### config.mk
export PLATFORM = sky130hd
export DESIGN_NAME = bmp_pixel_replicating_upscaler_flat
export DESIGN_NICKNAME = d
export VERILOG_FILES = /design/src/rtl/bmpu_pkg.sv /design/src/rtl/bmpu_pix_if.sv /design/src/rtl/bmpu_res_if.sv /design/src/rtl/bmpu_front.sv /design/src/rtl/bmpu_queue.sv /design/src/rtl/bmpu_back.sv /design/src/rtl/bmp_pixel_replicating_upscaler.sv /design/src/flat_wrapper.sv
export SDC_FILE = /design/constraint.sdc
export NUM_CORES = 1
export LEC_CHECK = 0
export BUFFER_PORTS_ARGS = -buffer_cell sky130_fd_sc_hd__buf_2
export CAP_MARGIN = 20
export CORE_MARGIN = 2
export CORE_UTILIZATION = 40
export DETAILED_ROUTE_END_ITERATION = 7
export PLACE_DENSITY_LB_ADDON = 0.1
export SYNTH_ARGS = -nofsm -noshare
export SYNTH_HDL_FRONTEND = slang
export SYNTH_HIERARCHICAL = 1
export SYNTH_SLANG_ARGS = --single-unit
### constraint.sdc
create_clock -name clk -period 11.1 [get_ports clk]
set_clock_uncertainty 0.15 [all_clocks]
set_input_delay 2.775 -clock clk [delete_from_list [all_inputs] [get_ports clk]]
set_output_delay 2.775 -clock clk [all_outputs]
set_load 0.05 [all_outputs]
### src/rtl/bmpu_pkg.sv
package bmpu_pkg;

  // Limits of the clamped configuration.
  localparam int MAX_SCALE  = 32;
  localparam int MAX_WIDTH  = 4096;
  localparam int MAX_HEIGHT = 4096;

  // Field and register widths.
  localparam int COLOR_W = 8;
  localparam int SCALE_W = 6;
  localparam int DIM_W   = 13;
  localparam int COL_W   = 12;
  localparam int PASS_W  = 5;
  localparam int ROW_W   = 12;
  localparam int PAD_W   = 2;
  localparam int CFG_W   = 13;
  localparam int CFG_IDX_W = 2;

  // Depth of the command queue between front and back.
  localparam int QDEPTH  = 4;
  localparam int QPTR_W  = $clog2(QDEPTH);
  localparam int QCNT_W  = $clog2(QDEPTH + 1);

  // Configuration register indexes.
  typedef enum logic [CFG_IDX_W-1:0] {
    CFG_SCALE  = 2'd0,
    CFG_WIDTH  = 2'd1,
    CFG_HEIGHT = 2'd2
  } cfg_idx_t;

  // Result kinds.
  localparam logic KIND_PIXEL = 1'b0;
  localparam logic KIND_PAD   = 1'b1;

  // One classified pixel: what the back end has to emit for it.
  typedef struct packed {
    logic [COLOR_W-1:0] blue;
    logic [COLOR_W-1:0] green;
    logic [COLOR_W-1:0] red;
    logic [SCALE_W-1:0] copies;
    logic [SCALE_W-1:0] last_idx;
    logic               row_last;
    logic               image_last;
  } cmd_t;

  // Queue status seen by the front and back ends.
  typedef struct packed {
    logic empty;
    logic full;
  } qstat_t;

  // Zero reads as one, anything above the limit saturates.
  function automatic logic [SCALE_W-1:0] clamp_scale(input logic [SCALE_W-1:0] v);
    logic [SCALE_W-1:0] r;
    if (v == '0) begin
      r = SCALE_W'(1);
    end else if (v > SCALE_W'(MAX_SCALE)) begin
      r = SCALE_W'(MAX_SCALE);
    end else begin
      r = v;
    end
    return r;
  endfunction

  function automatic logic [DIM_W-1:0] clamp_dim(input logic [DIM_W-1:0] v,
                                                 input logic [DIM_W-1:0] hi);
    logic [DIM_W-1:0] r;
    if (v == '0) begin
      r = DIM_W'(1);
    end else if (v > hi) begin
      r = hi;
    end else begin
      r = v;
    end
    return r;
  endfunction

endpackage

### src/rtl/bmpu_pix_if.sv
interface bmpu_pix_if;
  import bmpu_pkg::*;

  logic               valid;
  logic               ready;
  logic [COLOR_W-1:0] blue;
  logic [COLOR_W-1:0] green;
  logic [COLOR_W-1:0] red;

  modport source (output valid, output blue, output green, output red, input ready);
  modport sink   (input valid, input blue, input green, input red, output ready);
endinterface

### src/rtl/bmpu_res_if.sv
interface bmpu_res_if;
  import bmpu_pkg::*;

  logic               valid;
  logic               ready;
  logic               kind;
  logic [COLOR_W-1:0] blue_out;
  logic [COLOR_W-1:0] green_out;
  logic [COLOR_W-1:0] red_out;
  logic               run_last;
  logic               row_end;
  logic               image_end;

  modport source (output valid, output kind, output blue_out, output green_out,
                  output red_out, output run_last, output row_end, output image_end,
                  input ready);
  modport sink   (input valid, input kind, input blue_out, input green_out,
                  input red_out, input run_last, input row_end, input image_end,
                  output ready);
endinterface

### src/rtl/bmpu_front.sv
module bmpu_front (
  input  logic                          clk,
  input  logic                          rst_n,
  bmpu_pix_if.sink                      in_pix,
  input  logic                          cfg_we,
  input  logic [bmpu_pkg::CFG_IDX_W-1:0] cfg_index,
  input  logic [bmpu_pkg::CFG_W-1:0]    cfg_data,
  input  bmpu_pkg::qstat_t              qstat,
  output logic                          push,
  output bmpu_pkg::cmd_t                push_cmd
);
  import bmpu_pkg::*;

  logic [SCALE_W-1:0] scale_r;
  logic [DIM_W-1:0]   width_r;
  logic [DIM_W-1:0]   height_r;
  logic [COL_W-1:0]   col_r, col_nxt;
  logic [PASS_W-1:0]  pass_r, pass_nxt;
  logic [ROW_W-1:0]   row_r, row_nxt;
  logic               done_r, done_nxt;

  logic [SCALE_W-1:0] s_c;
  logic [DIM_W-1:0]   w_c;
  logic [DIM_W-1:0]   h_c;
  logic [3:0]         ws_lo;
  logic [3:0]         bytes_lo;
  logic [PAD_W-1:0]   pad;
  logic               row_last;
  logic               pass_last;
  logic               image_last;
  logic               accept;

  // Configuration registers; an unknown index is dropped.
  always_ff @(posedge clk) begin
    if (!rst_n) begin
      scale_r  <= SCALE_W'(1);
      width_r  <= DIM_W'(1);
      height_r <= DIM_W'(1);
    end else if (cfg_we) begin
      case (cfg_index)
        CFG_SCALE:  scale_r  <= cfg_data[SCALE_W-1:0];
        CFG_WIDTH:  width_r  <= cfg_data[DIM_W-1:0];
        CFG_HEIGHT: height_r <= cfg_data[DIM_W-1:0];
        default: ;
      endcase
    end
  end

  // Effective geometry and row padding; only the low two bits of
  // width*scale decide the padding count.
  always_comb begin
    s_c      = clamp_scale(scale_r);
    w_c      = clamp_dim(width_r, DIM_W'(MAX_WIDTH));
    h_c      = clamp_dim(height_r, DIM_W'(MAX_HEIGHT));
    ws_lo    = {2'b00, w_c[1:0]} * {2'b00, s_c[1:0]};
    bytes_lo = {2'b00, ws_lo[1:0]} * 4'd3;
    pad      = PAD_W'(2'd0 - bytes_lo[1:0]);
  end

  // Pixels after the final row are accepted and dropped.
  assign in_pix.ready = !qstat.full;
  assign accept       = in_pix.valid && in_pix.ready;
  assign push         = accept && !done_r;

  // Position classification; a counter past its limit counts as at it.
  always_comb begin
    row_last   = {1'b0, col_r} >= (w_c - DIM_W'(1));
    pass_last  = {1'b0, pass_r} >= (s_c - SCALE_W'(1));
    image_last = row_last && pass_last && ({1'b0, row_r} >= (h_c - DIM_W'(1)));

    col_nxt  = col_r;
    pass_nxt = pass_r;
    row_nxt  = row_r;
    done_nxt = done_r;
    if (push) begin
      if (row_last) begin
        col_nxt = '0;
        if (pass_last) begin
          pass_nxt = '0;
          if (image_last) begin
            row_nxt  = '0;
            done_nxt = 1'b1;
          end else begin
            row_nxt = ROW_W'(row_r + ROW_W'(1));
          end
        end else begin
          pass_nxt = PASS_W'(pass_r + PASS_W'(1));
        end
      end else begin
        col_nxt = COL_W'(col_r + COL_W'(1));
      end
    end
  end

  always_ff @(posedge clk) begin
    if (!rst_n) begin
      col_r  <= '0;
      pass_r <= '0;
      row_r  <= '0;
      done_r <= 1'b0;
    end else begin
      col_r  <= col_nxt;
      pass_r <= pass_nxt;
      row_r  <= row_nxt;
      done_r <= done_nxt;
    end
  end

  // Command for the back end: copies, then padding on a row end.
  always_comb begin
    push_cmd.blue       = in_pix.blue;
    push_cmd.green      = in_pix.green;
    push_cmd.red        = in_pix.red;
    push_cmd.copies     = s_c;
    push_cmd.last_idx   = SCALE_W'(s_c - SCALE_W'(1) + (row_last ? {4'b0, pad} : '0));
    push_cmd.row_last   = row_last;
    push_cmd.image_last = image_last;
  end

  // Nothing is queued once the image is complete.
  a_no_push_after_done: assert property (@(posedge clk) disable iff (!rst_n)
    done_r |-> !push) else $error("command queued after image end");

endmodule

### src/rtl/bmpu_queue.sv
module bmpu_queue (
  input  logic             clk,
  input  logic             rst_n,
  input  logic             push,
  input  bmpu_pkg::cmd_t   push_cmd,
  input  logic             pop,
  output bmpu_pkg::cmd_t   pop_cmd,
  output bmpu_pkg::qstat_t qstat
);
  import bmpu_pkg::*;

  cmd_t              mem_r [QDEPTH];
  logic [QPTR_W-1:0] wr_r, wr_nxt;
  logic [QPTR_W-1:0] rd_r, rd_nxt;
  logic [QCNT_W-1:0] cnt_r, cnt_nxt;

  assign qstat.empty = (cnt_r == '0);
  assign qstat.full  = (cnt_r == QCNT_W'(QDEPTH));
  assign pop_cmd     = mem_r[rd_r];

  // Pointer and fill bookkeeping.
  always_comb begin
    wr_nxt  = push ? QPTR_W'(wr_r + QPTR_W'(1)) : wr_r;
    rd_nxt  = pop  ? QPTR_W'(rd_r + QPTR_W'(1)) : rd_r;
    cnt_nxt = cnt_r;
    if (push && !pop) begin
      cnt_nxt = QCNT_W'(cnt_r + QCNT_W'(1));
    end else if (pop && !push) begin
      cnt_nxt = QCNT_W'(cnt_r - QCNT_W'(1));
    end
  end

  always_ff @(posedge clk) begin
    if (!rst_n) begin
      wr_r  <= '0;
      rd_r  <= '0;
      cnt_r <= '0;
    end else begin
      wr_r  <= wr_nxt;
      rd_r  <= rd_nxt;
      cnt_r <= cnt_nxt;
    end
  end

  // Entry storage.
  always_ff @(posedge clk) begin
    if (push) begin
      mem_r[wr_r] <= push_cmd;
    end
  end

  a_no_overflow: assert property (@(posedge clk) disable iff (!rst_n)
    push |-> !qstat.full) else $error("push into full queue");
  a_no_underflow: assert property (@(posedge clk) disable iff (!rst_n)
    pop |-> !qstat.empty) else $error("pop from empty queue");

endmodule

### src/rtl/bmpu_back.sv
module bmpu_back (
  input  logic             clk,
  input  logic             rst_n,
  input  bmpu_pkg::cmd_t   pop_cmd,
  input  bmpu_pkg::qstat_t qstat,
  output logic             pop,
  bmpu_res_if.source       out_res
);
  import bmpu_pkg::*;

  cmd_t               cur_r, cur_nxt;
  logic               cur_valid_r, cur_valid_nxt;
  logic [SCALE_W-1:0] idx_r, idx_nxt;

  logic               out_valid_r, out_valid_nxt;
  logic               kind_r, kind_nxt;
  logic [COLOR_W-1:0] blue_r, blue_nxt;
  logic [COLOR_W-1:0] green_r, green_nxt;
  logic [COLOR_W-1:0] red_r, red_nxt;
  logic               run_last_r, run_last_nxt;
  logic               row_end_r, row_end_nxt;
  logic               image_end_r, image_end_nxt;

  logic advance;
  logic is_last;
  logic cur_done;
  logic is_pad;

  // The result register moves when empty or when its beat is taken.
  assign advance  = !out_valid_r || out_res.ready;
  assign is_last  = (idx_r == cur_r.last_idx);
  assign is_pad   = (idx_r >= cur_r.copies);
  assign cur_done = cur_valid_r && advance && is_last;
  assign pop      = !qstat.empty && (!cur_valid_r || cur_done);

  // Walk through the copies and padding of the current command.
  always_comb begin
    cur_nxt       = cur_r;
    cur_valid_nxt = cur_valid_r;
    idx_nxt       = idx_r;
    if (pop) begin
      cur_nxt       = pop_cmd;
      cur_valid_nxt = 1'b1;
      idx_nxt       = '0;
    end else if (cur_done) begin
      cur_valid_nxt = 1'b0;
    end else if (cur_valid_r && advance) begin
      idx_nxt = SCALE_W'(idx_r + SCALE_W'(1));
    end
  end

  // Next beat of the result register.
  always_comb begin
    out_valid_nxt = out_valid_r && !out_res.ready;
    kind_nxt      = kind_r;
    blue_nxt      = blue_r;
    green_nxt     = green_r;
    red_nxt       = red_r;
    run_last_nxt  = run_last_r;
    row_end_nxt   = row_end_r;
    image_end_nxt = image_end_r;
    if (cur_valid_r && advance) begin
      out_valid_nxt = 1'b1;
      kind_nxt      = is_pad ? KIND_PAD : KIND_PIXEL;
      blue_nxt      = is_pad ? '0 : cur_r.blue;
      green_nxt     = is_pad ? '0 : cur_r.green;
      red_nxt       = is_pad ? '0 : cur_r.red;
      run_last_nxt  = is_last;
      row_end_nxt   = is_last && cur_r.row_last;
      image_end_nxt = is_last && cur_r.image_last;
    end
  end

  always_ff @(posedge clk) begin
    if (!rst_n) begin
      cur_valid_r <= 1'b0;
      out_valid_r <= 1'b0;
    end else begin
      cur_valid_r <= cur_valid_nxt;
      out_valid_r <= out_valid_nxt;
    end
  end

  always_ff @(posedge clk) begin
    cur_r       <= cur_nxt;
    idx_r       <= idx_nxt;
    kind_r      <= kind_nxt;
    blue_r      <= blue_nxt;
    green_r     <= green_nxt;
    red_r       <= red_nxt;
    run_last_r  <= run_last_nxt;
    row_end_r   <= row_end_nxt;
    image_end_r <= image_end_nxt;
  end

  assign out_res.valid     = out_valid_r;
  assign out_res.kind      = kind_r;
  assign out_res.blue_out  = blue_r;
  assign out_res.green_out = green_r;
  assign out_res.red_out   = red_r;
  assign out_res.run_last  = run_last_r;
  assign out_res.row_end   = row_end_r;
  assign out_res.image_end = image_end_r;

  a_end_flags: assert property (@(posedge clk) disable iff (!rst_n)
    out_valid_r && image_end_r |-> row_end_r && run_last_r)
    else $error("image end without row end and run end");
  a_pad_zero: assert property (@(posedge clk) disable iff (!rst_n)
    out_valid_r && (kind_r == KIND_PAD) |-> (blue_r == '0) && (green_r == '0) && (red_r == '0))
    else $error("padding byte with nonzero color");
  a_hold_idx: assert property (@(posedge clk) disable iff (!rst_n)
    cur_valid_r && !advance |=> $stable(idx_r) && cur_valid_r)
    else $error("copy index moved while output stalled");

endmodule

### src/rtl/bmp_pixel_replicating_upscaler.sv
// Integer nearest-neighbor upscaler for 24-bit BMP pixel data. Feed each
// source row scale times, one pixel per input beat; every pixel comes out as
// scale identical copies, and the last pixel of each pass is followed by the
// zero padding bytes that bring the output row to a multiple of four bytes.
// The output delivers one beat per cycle while out_res.ready is high and the
// queue holds commands, so a pixel gives scale beats, plus zero to three
// padding beats at a row end (at most 34, since a scale of 32 never needs
// padding); that rate is set by the single result register of the back end.
// The front end accepts a pixel every cycle while its four-entry command
// queue has room. Pixels after the final row are accepted and dropped until
// reset. Write the scale, width and height registers only while the block is
// idle; zero reads as one and values above the maximum saturate.
module bmp_pixel_replicating_upscaler (
  input  logic                          clk,
  input  logic                          rst_n,
  bmpu_pix_if.sink                      in_pix,
  bmpu_res_if.source                    out_res,
  input  logic                          cfg_we,
  input  logic [bmpu_pkg::CFG_IDX_W-1:0] cfg_index,
  input  logic [bmpu_pkg::CFG_W-1:0]    cfg_data
);
  import bmpu_pkg::*;

  logic   push;
  logic   pop;
  cmd_t   push_cmd;
  cmd_t   pop_cmd;
  qstat_t qstat;

  // Counting and classification of incoming pixels.
  bmpu_front u_front (
    .clk       (clk),
    .rst_n     (rst_n),
    .in_pix    (in_pix),
    .cfg_we    (cfg_we),
    .cfg_index (cfg_index),
    .cfg_data  (cfg_data),
    .qstat     (qstat),
    .push      (push),
    .push_cmd  (push_cmd)
  );

  // Short queue that decouples the two ends.
  bmpu_queue u_queue (
    .clk      (clk),
    .rst_n    (rst_n),
    .push     (push),
    .push_cmd (push_cmd),
    .pop      (pop),
    .pop_cmd  (pop_cmd),
    .qstat    (qstat)
  );

  // Replication and padding, one beat per cycle while the output is ready and commands wait.
  bmpu_back u_back (
    .clk     (clk),
    .rst_n   (rst_n),
    .pop_cmd (pop_cmd),
    .qstat   (qstat),
    .pop     (pop),
    .out_res (out_res)
  );

endmodule

### src/flat_wrapper.sv
// flat-port wrapper written by rule: the top's interface ports become plain ports
module bmp_pixel_replicating_upscaler_flat import bmpu_pkg::*;
  (clk, rst_n, cfg_we, cfg_index, cfg_data, in_pix_valid, in_pix_blue, in_pix_green, in_pix_red, in_pix_ready, out_res_valid, out_res_kind, out_res_blue_out, out_res_green_out, out_res_red_out, out_res_run_last, out_res_row_end, out_res_image_end, out_res_ready);
  bmpu_pix_if in_pix_i ();
  bmpu_res_if out_res_i ();
  input  logic clk;
  input  logic rst_n;
  input  logic cfg_we;
  input  logic [bmpu_pkg::CFG_IDX_W-1:0] cfg_index;
  input  logic [bmpu_pkg::CFG_W-1:0] cfg_data;
  input wire logic [$bits(in_pix_i.valid)-1:0] in_pix_valid;
  input wire logic [$bits(in_pix_i.blue)-1:0] in_pix_blue;
  input wire logic [$bits(in_pix_i.green)-1:0] in_pix_green;
  input wire logic [$bits(in_pix_i.red)-1:0] in_pix_red;
  output wire logic [$bits(in_pix_i.ready)-1:0] in_pix_ready;
  output wire logic [$bits(out_res_i.valid)-1:0] out_res_valid;
  output wire logic [$bits(out_res_i.kind)-1:0] out_res_kind;
  output wire logic [$bits(out_res_i.blue_out)-1:0] out_res_blue_out;
  output wire logic [$bits(out_res_i.green_out)-1:0] out_res_green_out;
  output wire logic [$bits(out_res_i.red_out)-1:0] out_res_red_out;
  output wire logic [$bits(out_res_i.run_last)-1:0] out_res_run_last;
  output wire logic [$bits(out_res_i.row_end)-1:0] out_res_row_end;
  output wire logic [$bits(out_res_i.image_end)-1:0] out_res_image_end;
  input wire logic [$bits(out_res_i.ready)-1:0] out_res_ready;
  assign in_pix_i.valid = in_pix_valid;
  assign in_pix_i.blue = in_pix_blue;
  assign in_pix_i.green = in_pix_green;
  assign in_pix_i.red = in_pix_red;
  assign in_pix_ready = in_pix_i.ready;
  assign out_res_valid = out_res_i.valid;
  assign out_res_kind = out_res_i.kind;
  assign out_res_blue_out = out_res_i.blue_out;
  assign out_res_green_out = out_res_i.green_out;
  assign out_res_red_out = out_res_i.red_out;
  assign out_res_run_last = out_res_i.run_last;
  assign out_res_row_end = out_res_i.row_end;
  assign out_res_image_end = out_res_i.image_end;
  assign out_res_i.ready = out_res_ready;
  bmp_pixel_replicating_upscaler u_core (.clk(clk), .rst_n(rst_n), .in_pix(in_pix_i), .out_res(out_res_i), .cfg_we(cfg_we), .cfg_index(cfg_index), .cfg_data(cfg_data));
endmodule
=== After elaboration in Yosys (flattened, before gate mapping) ===
Memories as Yosys holds them, arrays and structs flattened. A register that Yosys moved wholly into a read port is not among the register bits.
Index checks and enable logic that the tools add are counted.

* Input bits: 44
* Bits in writable memories: 152
* Flip-flop bits (word level): 105
* Memories: 1

{| class="wikitable"
|+ Memory list
! memory !! depth !! width !! read ports !! clocked after memory_dff !! write ports !! RTL line !! text
|-
| u_core.u_queue.mem_r || 4 || 38 || 1 || 1 || 1 || bmpu_queue.sv:12 || <nowiki>cmd_t mem_r [QDEPTH];</nowiki>
|}

* Bitwise logic cells: 1
* Muxes and demuxes: 18
* $mul: 2
* Equal/unequal tests: 4
* Order comparisons: 7
* Add/subtract/negate cells: 13
* Reductions and logical operators: 36

{| class="wikitable"
|+ Operators with widths
! operator !! count
|-
| two-way mux 13 bit || 4
|-
| >= comparator 12 x 13 -> 1 bit || 2
|-
| > comparator 13 bit, second input constant || 2
|-
| logical NOT 13 bit || 2
|-
| subtractor 13 x 1 -> 13 bit, second input constant || 2
|-
| adder 12 x 1 -> 12 bit, second input constant || 2
|-
| two-way mux 12 bit || 2
|-
| logical AND 1 bit || 12
|-
| two-way mux 6 bit || 2
|-
| AND reduction 2 bit || 5
|-
| logical NOT 1 bit || 8
|-
| adder 6 x 1 -> 6 bit, second input constant || 1
|-
| adder 6 x 2 -> 6 bit || 1
|-
| == test 6 bit || 1
|-
| >= comparator 5 x 6 -> 1 bit || 1
|-
| >= comparator 6 bit || 1
|-
| > comparator 6 bit, second input constant || 1
|-
| logical NOT 6 bit || 1
|-
| two-way mux 1 bit || 6
|-
| two-way mux 3 bit || 2
|-
| subtractor 6 x 1 -> 6 bit, second input constant || 1
|-
| adder 5 x 1 -> 5 bit, second input constant || 1
|-
| two-way mux 5 bit || 1
|-
| adder 2 x 1 -> 2 bit, second input constant || 2
|-
| 16 further kinds || 18
|}

=== Logic depth before layout (Yosys ltp) ===
Gate-level depths: netlist of run 1.

* Depth after elaboration: 9
* Mapped depth: 20
* Mapped depth without buffers: 19

=== Hierarchy ===
The synthesis of run 1 kept the hierarchy.

{| class="wikitable"
|+ By module, submodules not included
! module !! area each (um2) !! seq. area each (um2) !! cells an instance !! times used
|-
| bmpu_queue || 5943.2 || 4744.6 || 241 || 1
|-
| bmpu_front || 4375.4 || 1241.2 || 556 || 1
|-
| bmpu_back || 2939.1 || 2142.1 || 199 || 1
|}

=== Worst setup path before layout of run 1 ===
No wires, ideal clock.

* Path kind: input-to-reg
* Start point: input port out_res_ready
* End point: register u_core.u_queue.cnt_r[2]
* Arrival: 5.270 ns
* Slack: 5.604 ns
* Cell stages on the path: 10
* Setup time: 0.076 ns
* Cells stage by stage: nand2b_1 a31oi_1 nor2_2 inv_1 ha_1 inv_1 fa_1 xor2_1 or3_1 a21boi_0

* Word-level cells in the longest chain between the ends: 8
* Elaborated cells between the ends (all ways): 10
* Those cells by class: mux (1); reduce/logical (9)

{| class="wikitable"
|+ Ends and longest elaborated chain
! item !! RTL line !! text
|-
| from (decl) || flat_wrapper.sv:24 || <nowiki>input wire logic [$bits(out_res_i.ready)-1:0] out_res_ready;</nowiki>
|-
| logical OR 1 bit (*) || bmpu_back.sv:30 || <nowiki>assign advance = !out_valid_r || out_res.ready;</nowiki>
|-
| logical AND 1 bit (*) (2 in a row) || bmpu_back.sv:33 || <nowiki>assign cur_done = cur_valid_r && advance && is_last;</nowiki>
|-
| logical OR 1 bit (*) || bmpu_back.sv:34 || <nowiki>assign pop = !qstat.empty && (!cur_valid_r || cur_done);</nowiki>
|-
| logical AND 1 bit (*) || bmpu_back.sv:34 ||
|-
| net u_core.pop || bmp_pixel_replicating_upscaler.sv:25 || <nowiki>logic pop;</nowiki>
|-
| logical NOT 1 bit || bmpu_queue.sv:26 || <nowiki>if (push && !pop) begin</nowiki>
|-
| logical AND 1 bit || bmpu_queue.sv:26 ||
|-
| two-way mux 3 bit or nonzero test 2 bit (tied branches) || n/a ||
|-
| to (signal assigned) || bmpu_queue.sv:41 || <nowiki>cnt_r <= cnt_nxt;</nowiki>
|-
| to (decl) || bmpu_queue.sv:15 || <nowiki>logic [QCNT_W-1:0] cnt_r, cnt_nxt;</nowiki>
|}

Mark *: on every way through the listed nets, which the timed path passes. The rest lies on a longest branch.
A chain may end at the register's enable or synchronous reset.

==> impl_metrics.csv, run 1 <==
group,metric,value,unit
logic_synthesis,synthMuxAreaShare,7.14,%
routing,drtAntennaViolNets,0,
cells_and_area,syn_to_final_growth,12.8,%
clocking,post_cts_buffers,0,
pwr,p_sw_share,30.1,%
place,hpwl,16.6,mm
pwr,power.share.clock,31.6,%
timing,slew_violations,0,
place,portBuffers,73,
logic_synthesis,synth_xor_area_share,2.63,%
routing,vias_per_cell,5.10,
cells_and_area,fin_nets,1151,
logic_synthesis,synth_compound_area_share,8.85,%
timing,setup_viol,0,
global_route,grt_usage,15.5,%
cells_and_area,finish.instance_area,14900,µm²
worst_setup_path,reg2regPathDepth,18,
pwr,cellPowerDensity,221,nW/µm²
timing,finalHoldViolations,0,
die,die_h,186,µm
die,design.portCount,74,
place,globalplace.congestion,0.762,
logic_synthesis,ys_seq_elements,297,
pwr,combinationalPowerShare,22.6,%
global_route,grt_pass1_vias,7761,
logic_synthesis,synth.distinct_cells,71,
timing,timing.final.crit_share,48.3,%
die,start_util,40.6,%
logic_synthesis,yosys.area.top_type,"edfxtp_1",
worst_setup_path,path_buf_inv,2,
worst_setup_path,end_kind,"flip-flop",
pwr,p_seq_share,45.8,%
logic_synthesis,synth-seq-area-share,61.3,%
logic_synthesis,synth_edf_count,218,
die,die_w,186,µm
clocking,clk_root_buffer_cell,"clkbuf_16",
clocking,cts_sinks,297,
logic_synthesis,synthAdderAreaFrac,4.93,%
timing,timing.slew.headroom,35.9,%
global_route,grt_start_max_net_pins,46,
die,num_rows,66,
timing,tightest_slew,0.961,ns
worst_setup_path,crit_top_cell,"ha_1",
clocking,ctsLongestPathBuffers,3,
logic_synthesis,synth_area,13300,µm²
clocking,cts_hold_buffers,0,
routing,dr.pass1.iters,4,
routing,drt_iter0_drc,449,
logic_synthesis,syn_inst,996,
worst_setup_path,path_cells,"or3_1 -> nor4_2 -> and2_1 -> o21ai_0 -> ha_1 -> inv_1 -> o311a_1 -> a21oi_1 -> ha_1 -> a2111oi_0 -> o21ai_1 -> o21ai_4 -> inv_1 -> and2_1 -> ha_1 -> a21oi_1 -> nor2_1 -> xnor2_1",
logic_synthesis,synth.top_cell.area_share,49.4,%
global_route,grt_pass1_wl,42.2,mm
cells_and_area,layout_commonest_cell,"edfxtp_1",
clocking,cts_made_buffers,35,
logic_synthesis,synth_simple_gate_area_share,11.0,%
pwr,ir_worst_vdd,0.000110,V
cells_and_area,drive_gt1_share,18.7,%
clocking,clock_latency,0.52,ns
timing,tns,0,ns
cells_and_area,n_antenna_cell,0,
cells_and_area,final_cell_mix,"edfxtp_1 (218), nand2_1 (96), dfxtp_1 (77)",
logic_synthesis,postSynthAreaPerCell,13.3,µm²
routing,route.vias.total,7744,
clocking,cts_tree,"done",
worst_setup_path,crit_fanout,18,
worst_setup_path,worstPathArrival,5.50,ns
routing,drc_errors,0,
worst_setup_path,max_stage_delay,0.53,ns
timing,final.min_clock_period,5.36,ns
global_route,grt-ovfl-total,0,
die,die_area,34600,µm²
place,dpl_cell_area,13900,µm²
pwr,p_int,2.31,mW
clocking,cts-htree-levels,2,
worst_setup_path,cp.depth,18,
timing,rsz0062_at_grt,"false",
worst_setup_path,start_kind,"flip-flop",
hold_path,min_path_type,"reg2reg",
worst_setup_path,cp_top_family,"compound AO/OA/AOI/OAI gates",
logic_synthesis,synth_area_leaders,"edfxtp_1 (49%), dfxtp_1 (12%), mux4_2 (6.5%)",
cells_and_area,fillers,2957,
run_status,status,"finished, final reports clean",
logic_synthesis,ys_async_sr_fraction,0,%
pwr,p_leak,5.26,nW
worst_setup_path,crit_type,"reg2reg",
run,maxCapViolations,0,
logic_synthesis,synth_top_family_by_area,"simple AND/OR/NAND/NOR gates",
timing,clock.fmax,0.187,GHz
routing,post_drt_wl_per_cell,16.9,µm
clocking,ctsResizeCount,0,
routing,drt_wl_total,25.7,mm
pwr,switchingPower,993,µW
worst_setup_path,worstPathRequired,11.24,ns
clocking,clk_pin_slew,0.05,ns
logic_synthesis,synth_nets,1091,
hold_path,hold_depth,1,
worst_setup_path,slowest_stage,"o21ai_4",
global_route,antenna_found_initial,0,
die,core,32600,µm²
logic_synthesis,yosysWarnings,6,
logic_synthesis,yosys_most_used_dff,"edfxtp_1",
[routing by layer]
metal	global-route usage, %	up-vias	share of wire (%)	wire length [µm]
met2	26.8	125	49	12500
met4	4.00	0	1.7	425
met3	2.47	34	3.5	903
li1	-	3801	-	-
met1	20.5	3784	46	11800
met5	0	-	0	0
[power groups by stage]
stage | logic, mW | clock network [mW] | registers [mW]
2_1_floorplan | 0.466 | 0 | 1.64
3_3_place_gp | 0.753 | 0 | 1.54
3_5_place_dp | 0.759 | 0 | 1.54
4_1_cts | 0.761 | 1.08 | 1.52
5_1_grt | 0.830 | 1.13 | 1.53
6_report | 0.746 | 1.04 | 1.51
[final cells by class]
cell class / count / area (µm²) / area share (%)
flip-flops and latches: 297 / 8130 / 54.4
multi-input cells: 598 / 4600 / 30.7
clock buffers: 48 / 955 / 6.39
well taps: 442 / 553 / 3.70
repair buffers: 86 / 483 / 3.23
inverters: 38 / 143 / 0.954
clock inverters: 10 / 90.1 / 0.603
[path summary, 6_finish.rpt]
check / from / endpoint / slack (ns)
max reg2reg: u_core/u_front/width_r[2] / u_core/u_queue/mem_r[2][5] / 5.74
min reg2reg: u_core/u_front/done_r / u_core/u_front/done_r / 0.34
min: u_core/u_front/done_r / u_core/u_front/done_r / 0.34
max: u_core/u_front/width_r[2] / u_core/u_queue/mem_r[2][5] / 5.74
[cells in the mapped netlist (6+ instances only)]
cell type and count:
a21oi_1 73, a211oi_1 6, or3_1 10, o211ai_1 20, ha_1 49, and2_1 15, buf_4 28, a31oi_1 10
nor2_1 42, xor2_1 22, inv_1 36, buf_2 7, mux2i_1 8, dfxtp_1 79, nand2b_1 34, edfxtp_1 218
mux4_2 38, nand3_1 19, xnor2_1 16, nor3_1 14, a21o_1 11, o21a_1 6, nor2b_1 11, o21ai_0 19
nand2_1 96, clkbuf_1 21
[logic make-up after synthesis]
kind of cell	after synthesis
DFF	297
and+or+nand+nor	281
AOI/OAI and AO/OA	180
buffers and inverters	101
adders and majority gates	51
muxes	47
xor gates and xnor gates	39
[registers in the layout, indices dropped and copies added, names as in the netlist, 3 cells and up, named ones only]
name	flops
u_core/u_back/cur_r	38
u_core/u_front/scale_r	6
u_core/u_front/width_r	13
u_core/u_front/row_r	12
u_core/u_queue/mem_r	152
u_core/u_front/col_r	12
u_core/u_back/idx_r	6
u_core/u_front/height_r	13
u_core/u_back/out_res.green_out	8
u_core/u_front/pass_r	5
u_core/u_back/out_res.red_out	8
u_core/u_queue/cnt_r	3
u_core/u_back/out_res.blue_out	8
[per-stage QoR]
step	util (%)	hold slack (ns)	instances	total power, mW	setup WS (ns)
final	45.8	0.337	1519	3.30	5.74
after CTS	45.7	0.340	1517	3.36	5.67
after global routing	45.8	0.370	1519	3.49	5.29
after global placement	42.5	0.321	1459	2.29	5.79
after detailed placement	42.5	0.328	1459	2.30	5.71
after floorplan	-	0.292	996	2.11	5.60
Power figures use the tool's default switching activity.
==> run 2: changes to the inputs <==
- clock period: 11.1 -> 5.5 ns (I/O delays scaled with it)
==> run 2 against run 1 <==
Compared with the run above: core utilization increased by 0.25 points; power grew 110%; combinational power grew 100%.
==> impl_metrics.csv, run 2 (synthesized netlist as in run 1, its figures left out) <==
group,metric,value,unit
run_status,status,"finished, final reports clean",
pwr,p_seq_share,45.1,%
pwr,power.share.clock,33.2,%
worst_setup_path,slowest_stage,"or3_1",
timing,tns,0,ns
timing,clock.fmax,0.205,GHz
cells_and_area,finish.utilization,46.1,%
routing,post_drt_wl_per_cell,17.3,µm
place,portBuffers,73,
pwr,p_leak,5.31,nW
clocking,ctsResizeCount,0,
clocking,clk_pin_slew,0.05,ns
worst_setup_path,crit_fanout,7,
place,hpwl,16.9,mm
global_route,grt-ovfl-total,0,
cells_and_area,multiInputGateArea,4600,µm²
cells_and_area,n_antenna_cell,0,
die,start_util,40.6,%
die,die_w,186,µm
timing,hold_slack,0.331,ns
die,die_h,186,µm
clocking,clk_root_buffer_cell,"clkbuf_16",
pwr,p_sw_share,29.4,%
clocking,ctsLongestPathBuffers,3,
worst_setup_path,crit_type,"reg2reg",
cells_and_area,syn_to_final_growth,13.4,%
timing,finalHoldViolations,0,
clocking,cts-htree-levels,2,
pwr,switchingPower,2.01,mW
worst_setup_path,crit_top_cell,"ha_1",
worst_setup_path,worstPathArrival,5.02,ns
clocking,cts_hold_buffers,0,
routing,drtAntennaViolNets,0,
timing,tightest_slew,1.01,ns
cells_and_area,regArea,8130,µm²
worst_setup_path,start_kind,"flip-flop",
routing,dr.pass1.iters,4,
cells_and_area,fillers,2981,
die,design.portCount,74,
pwr,p_int,4.84,mW
routing,drt_wl_total,26.4,mm
worst_setup_path,end_kind,"flip-flop",
timing,setup_viol,0,
global_route,grt_usage,15.8,%
place,globalplace.congestion,0.769,
clocking,cts_tree,"done",
routing,drt_iter0_drc,404,
routing,vias_per_cell,5.11,
routing,drc_errors,0,
global_route,antenna_found_initial,0,
cells_and_area,final_cell_mix,"edfxtp_1 (218), nand2_1 (96), dfxtp_1 (77)",
clocking,clock_latency,0.51,ns
worst_setup_path,path_cells,"or3_1 -> nor4_2 -> and2_1 -> o21ai_0 -> ha_1 -> inv_1 -> o311a_1 -> a21oi_1 -> ha_1 -> a2111oi_0 -> o21ai_1 -> o21ai_4 -> inv_1 -> and2_1 -> ha_1 -> a21oi_1 -> nor2_1 -> xnor2_1",
cells_and_area,largest_reg_flops,152,
timing,slew_violations,0,
pwr,finalPower,6.85,mW
routing,route.vias.total,7770,
cells_and_area,largest_register,"u_core/u_queue/mem_r",
cells_and_area,layout_commonest_cell,"edfxtp_1",
hold_path,min_path_type,"reg2reg",
worst_setup_path,max_stage_delay,0.44,ns
die,num_rows,66,
clocking,post_cts_buffers,0,
timing,timing.final.crit_share,88.5,%
pwr,cellPowerDensity,456,nW/µm²
pwr,combinationalPowerShare,21.7,%
die,die_area,34600,µm²
die,core,32600,µm²
pwr,ir_worst_vdd,0.000222,V
cells_and_area,largestRegisters,"u_core/u_queue/mem_r x152, u_core/u_back/cur_r x38",
timing,final.min_clock_period,4.87,ns
timing,rsz0062_at_grt,"false",
clocking,cts_sinks,297,
worst_setup_path,worstPathRequired,5.66,ns
global_route,grt_pass1_vias,7877,
run,maxCapViolations,0,
clocking,cts_made_buffers,34,
cells_and_area,fin_nets,1152,
cells_and_area,drive_gt1_share,18.6,%
global_route,grt_start_max_net_pins,45,
global_route,grt_pass1_wl,42.4,mm
timing,timing.slew.headroom,32.7,%
==> run 2: cell types whose count changed in the layout (fill, tap and decap cells not counted), sizes merged <==
cell,delta
bufinv,+5
clkinvlp,-3
buf,+2
clkinv,+10
clkbuf,-8
inv,-3
==> run 2: final timing paths <==
kind,slack (ns),cells after the start,to,from
hold reg to reg,0.33,2,u_core/u_front/height_r[10],u_core/u_front/height_r[10]
setup / recovery,0.63,18,u_core/u_queue/mem_r[0][5],u_core/u_front/width_r[2]
setup reg to reg,0.63,18,u_core/u_queue/mem_r[0][5],u_core/u_front/width_r[2]
hold / removal,0.33,2,u_core/u_front/height_r[10],u_core/u_front/height_r[10]
==> run 2: through the flow <==
stage,worst slack [ns],instance area (µm²),cells
2_1_floorplan,1.05,13300,996
3_3_place_gp,0.710,13900,1463
3_5_place_dp,0.624,13900,1463
4_1_cts,0.603,15000,1522
5_1_grt,0.191,15000,1522
6_report,0.633,15000,1522
==> run 2: metal layers <==
metal / wire (µm) / up-vias / track usage [%]
li1: - / 3807 / -
met1: 12000 / 3812 / 20.1
met2: 13000 / 114 / 27.7
met3: 961 / 37 / 2.70
met4: 446 / 0 / 4.35
met5: 0 / - / 0
==> run 2: power by group through the flow <==
stage               clock (mW)  combinational [mW]  sequential [mW]
CTS                       2.35                1.52             3.10
floorplan                    0               0.940             3.32
detailed placement           0                1.52             3.14
global route              2.45                1.64             3.13
global placement             0                1.51             3.14
finish                    2.27                1.49             3.09
==> run 2: layout make-up <==
| cell class | instances | area share, % |
|---|---|---|
| Clock buffer | 40 | 5.95 |
| Sequential cell | 297 | 54.1 |
| Clock inverter | 19 | 1.57 |
| Tap cell | 442 | 3.68 |
| Timing Repair Buffer | 88 | 3.18 |
| Multi-Input combinational cell | 598 | 30.6 |
| Inverter | 38 | 0.949 |
==> run 2: worst max-delay path, delay by kind of cell (launching register included) <==
family	cells	cell delay, ns
AOI/OAI and AO/OA	7	1.49
and+or+nand+nor	5	1.24
adders and majority gates	3	0.91
DFF	1	0.36
xor gates and xnor gates	1	0.28
buffers and inverters	2	0.24
==> run 3: changes to the inputs <==
- clock period: 5.5 -> 5 ns (I/O delays scaled with it)
==> run 3 against run 2 <==
Compared with the run above: first-iteration DRC count grew 16%; sequential cell count is the same; worst hold slack lost 0.011 ns; sequential power grew 9.7%; register-to-register slack lost 0.15 ns; clock power grew 8%; die area is the same; sequential share of layout area shrank 0.18 points; largest cell class unchanged; final cell count grew 0.66%; non-clock buffer count grew 7; critical path depth is the same; highest routed layer unchanged; combinational power grew 10%.
==> impl_metrics.csv, run 3 (synthesized netlist as in run 1, its figures left out) <==
group,metric,value,unit
pwr,cellPowerDensity,497,nW/µm²
timing,worst_slack,0.480,ns
pwr,combinationalPowerShare,21.9,%
timing,final.min_clock_period,4.52,ns
timing,clock.fmax,0.221,GHz
routing,dr.pass1.iters,4,
global_route,grt-ovfl-total,0,
clocking,clk_root_buffer_cell,"clkbuf_16",
routing,post_drt_wl_per_cell,17.1,µm
die,design.portCount,74,
worst_setup_path,crit_fanout,7,
pwr,ir_worst_vdd,0.000200,V
die,num_rows,66,
clocking,cts_tree,"done",
timing,rsz0062_at_grt,"false",
place,dpl_cell_area,13900,µm²
pwr,p_seq_share,45.2,%
hold_path,hold_depth,2,
cells_and_area,fillers,2945,
cells_and_area,largest_reg_flops,152,
worst_setup_path,start_kind,"flip-flop",
timing,slew_violations,0,
die,start_util,40.6,%
global_route,grt_pass1_vias,7993,
worst_setup_path,crit_type,"reg2reg",
pwr,p_sw_share,29.5,%
pwr,switchingPower,2.21,mW
cells_and_area,syn_to_final_growth,13.7,%
die,die_w,186,µm
routing,drt_iter0_drc,470,
routing,route.vias.total,7738,
worst_setup_path,end_kind,"flip-flop",
pwr,p_leak,5.35,nW
die,core,32600,µm²
cells_and_area,largest_register,"u_core/u_queue/mem_r",
clocking,clk_pin_slew,0.06,ns
timing,timing.slew.headroom,31.2,%
routing,drt_wl_total,26.2,mm
timing,tns,0,ns
global_route,antenna_found_initial,0,
cells_and_area,final_cell_mix,"edfxtp_1 (218), nand2_1 (96), dfxtp_1 (77)",
clocking,ctsLongestPathBuffers,3,
worst_setup_path,worstPathArrival,4.60,ns
pwr,p_int,5.28,mW
place,dp_slack,0.365,ns
cells_and_area,fin_nets,1159,
cells_and_area,finish.instance_area,15100,µm²
timing,tightest_slew,1.03,ns
clocking,clock_latency,0.51,ns
global_route,grt_start_max_net_pins,45,
place,globalplace.congestion,0.768,
cells_and_area,layout_commonest_cell,"edfxtp_1",
die,die_h,186,µm
run_status,status,"finished, final reports clean",
worst_setup_path,reg2regPathDepth,18,
routing,drc_errors,0,
timing,finalHoldViolations,0,
global_route,grt_usage,15.9,%
timing,setup_viol,0,
clocking,cts_sinks,297,
routing,vias_per_cell,5.05,
place,portBuffers,73,
timing,timing.final.crit_share,90.4,%
worst_setup_path,worstPathRequired,5.08,ns
cells_and_area,drive_gt1_share,19.7,%
routing,drtAntennaViolNets,0,
clocking,cts_made_buffers,34,
hold_path,min_path_type,"reg2reg",
clocking,cts-htree-levels,2,
cells_and_area,largestRegisters,"u_core/u_queue/mem_r x152, u_core/u_back/cur_r x38",
run,maxCapViolations,0,
pwr,power.share.clock,32.9,%
place,hpwl,16.9,mm
global_route,grt_pass1_wl,42.9,mm
die,die_area,34600,µm²
run 3: final cells by class:
class	instances	area [µm²]	share of cell area (%)
Inverter	38	143	0.946
Sequential cell	297	8130	53.9
Antenna cell	1	2.50	0.0166
Multi-Input combinational cell	598	4610	30.5
Clock buffer	40	895	5.93
Clock inverter	21	220	1.46
Tap cell	442	553	3.67
Timing Repair Buffer	95	531	3.52
run 3: final timing paths:
path,start,endpoint,slack [ns]
max,u_core/u_front/width_r[2],u_core/u_queue/mem_r[1][5],0.48
min,u_core/u_front/height_r[10],u_core/u_front/height_r[10],0.32
max reg2reg,u_core/u_front/width_r[2],u_core/u_queue/mem_r[1][5],0.48
min reg2reg,u_core/u_front/height_r[10],u_core/u_front/height_r[10],0.32
run 3: timing repair:
action,in CTS,in global routing
hold buffers,0,0
buffers inserted,0,1
hold endpoints to repair,0,0
setup endpoints to repair,0,12
gates resized for setup,0,3
run 3: power by group through the flow:
stage	combinational (mW)	sequential (mW)	clock [mW]
after floorplan	1.03	3.65	0
after global placement	1.67	3.44	0
after detailed placement	1.68	3.45	0
after CTS	1.68	3.40	2.54
after global routing	1.82	3.44	2.64
final	1.64	3.39	2.46
run 3: routing by layer:
metal / wire, µm / GRT usage [%] / up-vias / share of wire, %
met1: 11900 / 20.7 / 3752 / 45
met3: 927 / 2.29 / 36 / 3.5
met2: 12900 / 27.8 / 127 / 49
met4: 452 / 4.35 / 0 / 1.7
met5: 0 / 0 / - / 0
li1: - / - / 3823 / -
run 3: worst max-delay path, stage by stage (launching register included):
cell	delay, ns
dfxtp_1	0.42
or3_1	0.21
nor4_2	0.06
and2_1	0.19
o21ai_1	0.20
ha_2	0.27
inv_1	0.09
o311a_1	0.33
a21oi_1	0.14
ha_1	0.26
a2111oi_0	0.43
o21ai_1	0.24
o21ai_4	0.22
inv_1	0.11
and2_1	0.15
ha_1	0.29
a21oi_1	0.20
nor2_1	0.10
xnor2_2	0.18
run 3: per-stage QoR:
stage	hold slack [ns]	std cells	power, mW	util (%)
5_1_grt	0.353	1531	7.91	46.2
3_3_place_gp	0.315	1469	5.11	42.8
2_1_floorplan	0.292	996	4.69	-
6_report	0.320	1532	7.49	46.2
4_1_cts	0.322	1530	7.62	46.2
3_5_place_dp	0.315	1469	5.13	42.8
